$ cat src/design/pgn_pkg.sv
// ----------------------------------------------------------------------------
// Perlin noise package
// Shared constants and the gradient sine table for the 2D noise unit.
// ----------------------------------------------------------------------------
package pgn_pkg;

  localparam int FracBits  = 16;
  localparam int AngleBits = 10;
  localparam int AngleN    = 1 << AngleBits;

  // The table covers one quarter turn; the two top angle bits pick the quadrant.
  localparam int QuarterBits = AngleBits - 2;
  localparam int QuarterN    = 1 << QuarterBits;

  localparam logic [31:0] HashK1 = 32'd3284157443;
  localparam logic [31:0] HashK2 = 32'd1911520717;
  localparam logic [31:0] HashK3 = 32'd2048419325;

  localparam longint SinA = 25719;
  localparam longint SinB = 10477;
  localparam longint SinC = 1142;

  typedef logic [QuarterN-1:0][15:0] quarter_tab_t;

  // Sine of a quarter-turn position, Q14 in and out.
  function automatic longint quarter_sine(input longint x);
    longint x2;
    longint t;
    x2 = (x * x) >>> 14;
    t = (SinC * x2) >>> 14;
    t = SinB - t;
    t = (t * x2) >>> 14;
    t = SinA - t;
    return (t * x) >>> 14;
  endfunction

  // Quarter-wave sine at each table step, evaluated at elaboration.
  function automatic quarter_tab_t build_quarter_tab();
    quarter_tab_t tab;
    for (int k = 0; k < QuarterN; k++) begin
      tab[k] = 16'(quarter_sine(longint'(k) << (16 - AngleBits)));
    end
    return tab;
  endfunction

  localparam quarter_tab_t QuarterTab = build_quarter_tab();

  // Sine for a quadrant and a step within it, Q1.14. In odd quadrants the
  // table is read backward; the quarter-turn point itself is full scale.
  function automatic logic signed [15:0] fold_sine(input logic [1:0] q,
                                                   input logic [QuarterBits-1:0] k);
    logic [QuarterBits-1:0] m;
    logic signed [15:0] s;
    m = -k;
    if (!q[0]) s = signed'(QuarterTab[k]);
    else if (k == '0) s = 16'sd16384;
    else s = signed'(QuarterTab[m]);
    if (q[1]) s = -s;
    return s;
  endfunction

  // Gradient x component (sine) for an angle index.
  function automatic logic signed [15:0] grad_sin(input logic [AngleBits-1:0] idx);
    return fold_sine(idx[AngleBits-1 -: 2], idx[QuarterBits-1:0]);
  endfunction

  // Gradient z component (cosine) for an angle index.
  function automatic logic signed [15:0] grad_cos(input logic [AngleBits-1:0] idx);
    return fold_sine(idx[AngleBits-1 -: 2] + 2'd1, idx[QuarterBits-1:0]);
  endfunction

endpackage

$ cat src/design/pgn_corner.sv
// ----------------------------------------------------------------------------
// Corner gradient dot
// Hashes one cell corner over three registered multiply stages, looks up the
// gradient and forms the Q.30 dot product with the corner offsets.
// One corner per cycle.
// ----------------------------------------------------------------------------
module pgn_corner
  import pgn_pkg::*;
(
  input  logic               clk,
  input  logic [31:0]        cx,
  input  logic [31:0]        cz,
  input  logic signed [17:0] fx,
  input  logic signed [17:0] fz,
  output logic signed [35:0] dot
);

  logic [31:0] a1, b1;
  logic signed [17:0] fx1, fz1, fx2, fz2, fx3, fz3, fx4, fz4;
  logic [31:0] a2, b2;
  logic [AngleBits-1:0] idx3;
  logic signed [15:0] gx4, gz4;
  logic signed [35:0] px5, pz5;
  logic [31:0] a3_in;

  // First hash multiply.
  always_ff @(posedge clk) begin
    a1  <= cx * HashK1;
    b1  <= cz;
    fx1 <= fx;
    fz1 <= fz;
  end

  // Second hash multiply.
  always_ff @(posedge clk) begin
    b2  <= (b1 ^ {a1[15:0], a1[31:16]}) * HashK2;
    a2  <= a1;
    fx2 <= fx1;
    fz2 <= fz1;
  end

  // Third hash multiply keeps only the angle bits.
  assign a3_in = (a2 ^ {b2[15:0], b2[31:16]}) * HashK3;

  always_ff @(posedge clk) begin
    idx3 <= a3_in[31 -: AngleBits];
    fx3  <= fx2;
    fz3  <= fz2;
  end

  // Gradient table lookup.
  always_ff @(posedge clk) begin
    gx4 <= grad_sin(idx3);
    gz4 <= grad_cos(idx3);
    fx4 <= fx3;
    fz4 <= fz3;
  end

  // Component products, then their sum.
  always_ff @(posedge clk) begin
    px5 <= 36'(fx4) * 36'(gx4);
    pz5 <= 36'(fz4) * 36'(gz4);
  end

  assign dot = px5 + pz5;

endmodule
$ cat config.mk
export PLATFORM = sky130hd
export DESIGN_NAME = pgn_corner
export DESIGN_NICKNAME = d
export VERILOG_FILES = /design/src/design/pgn_pkg.sv /design/src/design/pgn_corner.sv
export SDC_FILE = /design/constraint.sdc
export NUM_CORES = 2
export LEC_CHECK = 0
export ABC_CLOCK_PERIOD_IN_PS = 16000
export BUFFER_PORTS_ARGS = -buffer_cell sky130_fd_sc_hd__clkbuf_2
export CAP_MARGIN = 10
export CELL_PAD_IN_SITES_DETAIL_PLACEMENT = 1
export CELL_PAD_IN_SITES_GLOBAL_PLACEMENT = 1
export CORE_MARGIN = 2
export CORE_UTILIZATION = 50
export DETAILED_ROUTE_END_ITERATION = 6
export PLACE_DENSITY_LB_ADDON = 0.1
export SLEW_MARGIN = 20
export SYNTH_ARGS = -nofsm -noshare
export SYNTH_HDL_FRONTEND = slang
export SYNTH_SLANG_ARGS = --single-unit
$ cat constraint.sdc
create_clock -name clk -period 16 [get_ports clk]
set_clock_uncertainty 0.2 [all_clocks]
set_input_delay 0.8 -clock clk [delete_from_list [all_inputs] [get_ports clk]]
set_output_delay 0.8 -clock clk [all_outputs]
set_load 0.01 [all_outputs]
==> run_results.csv <==
group,metric,value,unit
run_status,status,"complete, no violations",
drt,wl_per_cell,24.4,um
drt,wl_met1,85.0,mm
clock_network,cts_root_buffer,"clkbuf_16",
drt,first_iter_violations,3381,
worst_setup_path,critPathMostFrequentCell,"fa_1",
sta,tightestPinTransition,1160,ps
synth,syn-instance-count,6897,
drt,wl_met2,104,mm
drt,met3_length,10.9,mm
worst_setup_path,cp_max_fo,26,
worst_setup_path,worst_path_largest_cell_delay,880,ps
worst_setup_path,end_kind,"register",
clock_network,cts_setup_buffers,0,
sta,setup_viol,0,
grt,grt_pass1_vias,56000,
drt,dr.pass1.iters,6,
synth,synth_area,64000,sq um
floorplan,die_w,362,um
final_layout,synthToLayoutAreaGrowth,6.60,%
clock_network,cts_sinks,396,
synth,ys_ff_latch,396,
sta,hold_viol_final,0,
clock_network,htreeDepth,2,
worst_setup_path,crit_type,"register to register",
clock_network,numCtsBuffers,48,
synth,ys_seq_area_share,12.4,%
run,drv_cap,0,
clock_network,cts_tree,"built",
drt,viasPerCell,5.78,
synth,syn_nets,8873,
hold_path,min_to,"b1[8]",
sta,final_max_slew_viol_count,0,
worst_setup_path,rrSetupSlack,5550,ps
floorplan,start_util,50.3,%
synth,synth-edff-count,0,
worst_setup_path,cp_data_required_time,16350,ps
clock_network,clkLatencyLatePin,670,ps
grt,grt_pass1_wl,330,mm
grt,grt_util_all_layers,32.8,%
sta,rsz0062_at_grt,"no",
hold_path,min_from,"cz[8]",
drt,topRoutingLayerUsed,"met5",
clock_network,cts_max_path_buffers,3,
placed_design,place_area,66400,sq um
worst_setup_path,arrival,10800,ps
synth,yosys_warnings,0,
floorplan,rows,131,
grt,antenna_found_initial,6,
final_layout,stdcell_area,68300,sq um
worst_setup_path,reg2reg_depth,29,
sta,slew_headroom,22.5,%
synth,synthArstFlopShare,0,%
floorplan,die_y,362,um
grt,grt_max_degree,71,
sta,final.min_clock_period,10450,ps
drt,drcViolationCount,0,
worst_setup_path,crit_path_top_delay_cell,"a2111oi_0",
final_layout,nets,8891,
sta,post-route-period-util,65.3,%
drt,vias,49800,
floorplan,core,127000,sq um
placed_design,place_congestion,0.981,
drt,wirelength,210,mm
hold_path,worstHoldPathType,"input port to register",
sta,max_freq,95.7,MHz
placed_design,port_buffers,136,
grt,grt-ovfl-total,0,
hold_path,holdPathStages,1,
final_layout,drive_above_1_share,5.41,%
synth,ys_types,99,
clock_network,clk_pin_slew,70,ps
worst_setup_path,timing.rr.start,"a2[18]",
drt,ant_nets,0,
synth,yosys_most_used_dff,"dfxtp_1",
floorplan,pin_count,137,
worst_setup_path,critPathLaunchType,"register",
synth,syn_avg_cell_area,9.28,sq um
floorplan,dieArea,131000,sq um
placed_design,dp_hpwl,168,mm
sta,finalSetupTns,0,ps
==> state kept, by name (all words and copies together), names as in the netlist, named ones only <==
signal  count
fz1        18
gz4        16
fx1        18
pz5        34
fz4        18
fz3        18
fx3        18
fx2        18
idx3       10
a2         32
gx4        16
fx4        18
a1         32
b2         32
px5        34
fz2        18
b1         32
==> metal layers <==
metal | up-vias | GRT usage [%]
met2 | 1564 | 57.1
met5 | - | 0
met4 | 8 | 14.0
met1 | 25800 | 41.4
li1 | 22100 | -
met3 | 427 | 3.72
==> cell families (layout without fill, tap and decap cells) <==
group                      Yosys count  count (layout)  synth area share, %
xor gates and xnor gates           356             356                 4.96
DFF                                396             396                 12.4
AOI/OAI and AO/OA                 1064            1064                 11.2
buffers and inverters             1728            1784                 10.3
other                                0               2                    0
and+or+nand+nor                   1432            1432                 10.7
muxes                               45              45                0.836
adders and majority gates         1876            1876                 49.6
==> worst max path at each step <==
stage / from / end / slack (ps) / cells after the start
after floorplan: a2[18] / register / 6910 / 28
after global placement: b2[1] / register / 5700 / 29
after detailed placement: a2[17] / register / 5720 / 29
after CTS: a2[17] / register / 5670 / 29
after global routing: a2[17] / register / 5080 / 29
final: a2[18] / register / 5550 / 29
==> layout by cell type (no fill, tap or decap), types with 31 or more instances in the layout <==
master,instances
o21ai_0,207
buf_4,89
nand2_1,562
o211ai_1,43
clkbuf_2,136
xnor2_1,239
dfxtp_1,396
fa_1,1106
xor2_1,109
a31oi_1,54
ha_1,768
a21o_1,52
mux2i_1,31
and2_1,231
clkbuf_16,49
a211oi_1,55
o21a_1,44
nand2b_1,82
nor3_1,95
nand3_1,67
nor2_1,241
a21oi_1,252
inv_1,1445
==> synthesized netlist by cell type, types with 23 or more instances <==
library cell | count | area share, %
nand4_1 | 25 | 0.24
buf_1 | 24 | 0.14
o211ai_1 | 43 | 0.50
nor2_1 | 242 | 1.4
o21bai_1 | 23 | 0.27
fa_1 | 1106 | 35
o21ai_0 | 207 | 1.6
dfxtp_1 | 396 | 12
nand2b_1 | 82 | 0.80
nand3_1 | 67 | 0.52
mux2i_1 | 31 | 0.48
xor2_1 | 110 | 1.5
xnor2_1 | 242 | 3.3
and2_1 | 231 | 2.3
ha_1 | 769 | 15
o31ai_1 | 25 | 0.29
buf_2 | 36 | 0.28
a21oi_1 | 252 | 2.0
a211oi_1 | 55 | 0.64
a31oi_1 | 54 | 0.53
a21o_1 | 53 | 0.62
nor2b_1 | 28 | 0.27
clkbuf_1 | 207 | 1.2
nor3_1 | 95 | 0.74
o21a_1 | 44 | 0.52
inv_1 | 1446 | 8.5
nand2_1 | 562 | 3.3
==> stage by stage <==
| step | utilization (%) | worst slack, ps | hold WS, ps | cells |
|---|---|---|---|---|
| after floorplan | - | 6910 | 110 | 6897 |
| after global placement | 52.1 | 5700 | 109 | 8507 |
| after detailed placement | 52.1 | 5720 | 113 | 8507 |
| after CTS | 53.6 | 5670 | 0.0472 | 8615 |
| after global routing | 53.6 | 5080 | 16.0 | 8615 |
| final | 53.6 | 5550 | 40.7 | 8617 |
==> worst max-delay path: cells and delay by family (launching register included) <==
family / cells / cell delay [ps]
DFF: 1 / 330
adders and majority gates: 10 / 4680
buffers and inverters: 7 / 1260
and+or+nand+nor: 2 / 500
xor gates and xnor gates: 2 / 710
AOI/OAI and AO/OA: 8 / 2670
==> repair_timing <==
action	4_1_cts	5_1_grt
hold buffers	20	0
hold endpoints to repair	20	0
resized for setup	0	0
==> layout make-up <==
type | count | area [sq um]
fillers | 14500 | 59100
multi-input cells | 4773 | 49600
well taps | 1662 | 2080
diodes | 2 | 5.00
clock inverters | 25 | 312
flip-flops and latches | 396 | 7930
inverters | 1451 | 5450
clock buffers | 63 | 1340
repair buffers | 245 | 1550
Power is left out: the tool's default activity adds up to more than one toggle a clock period on the data nets, which glitch-free logic cannot reach.
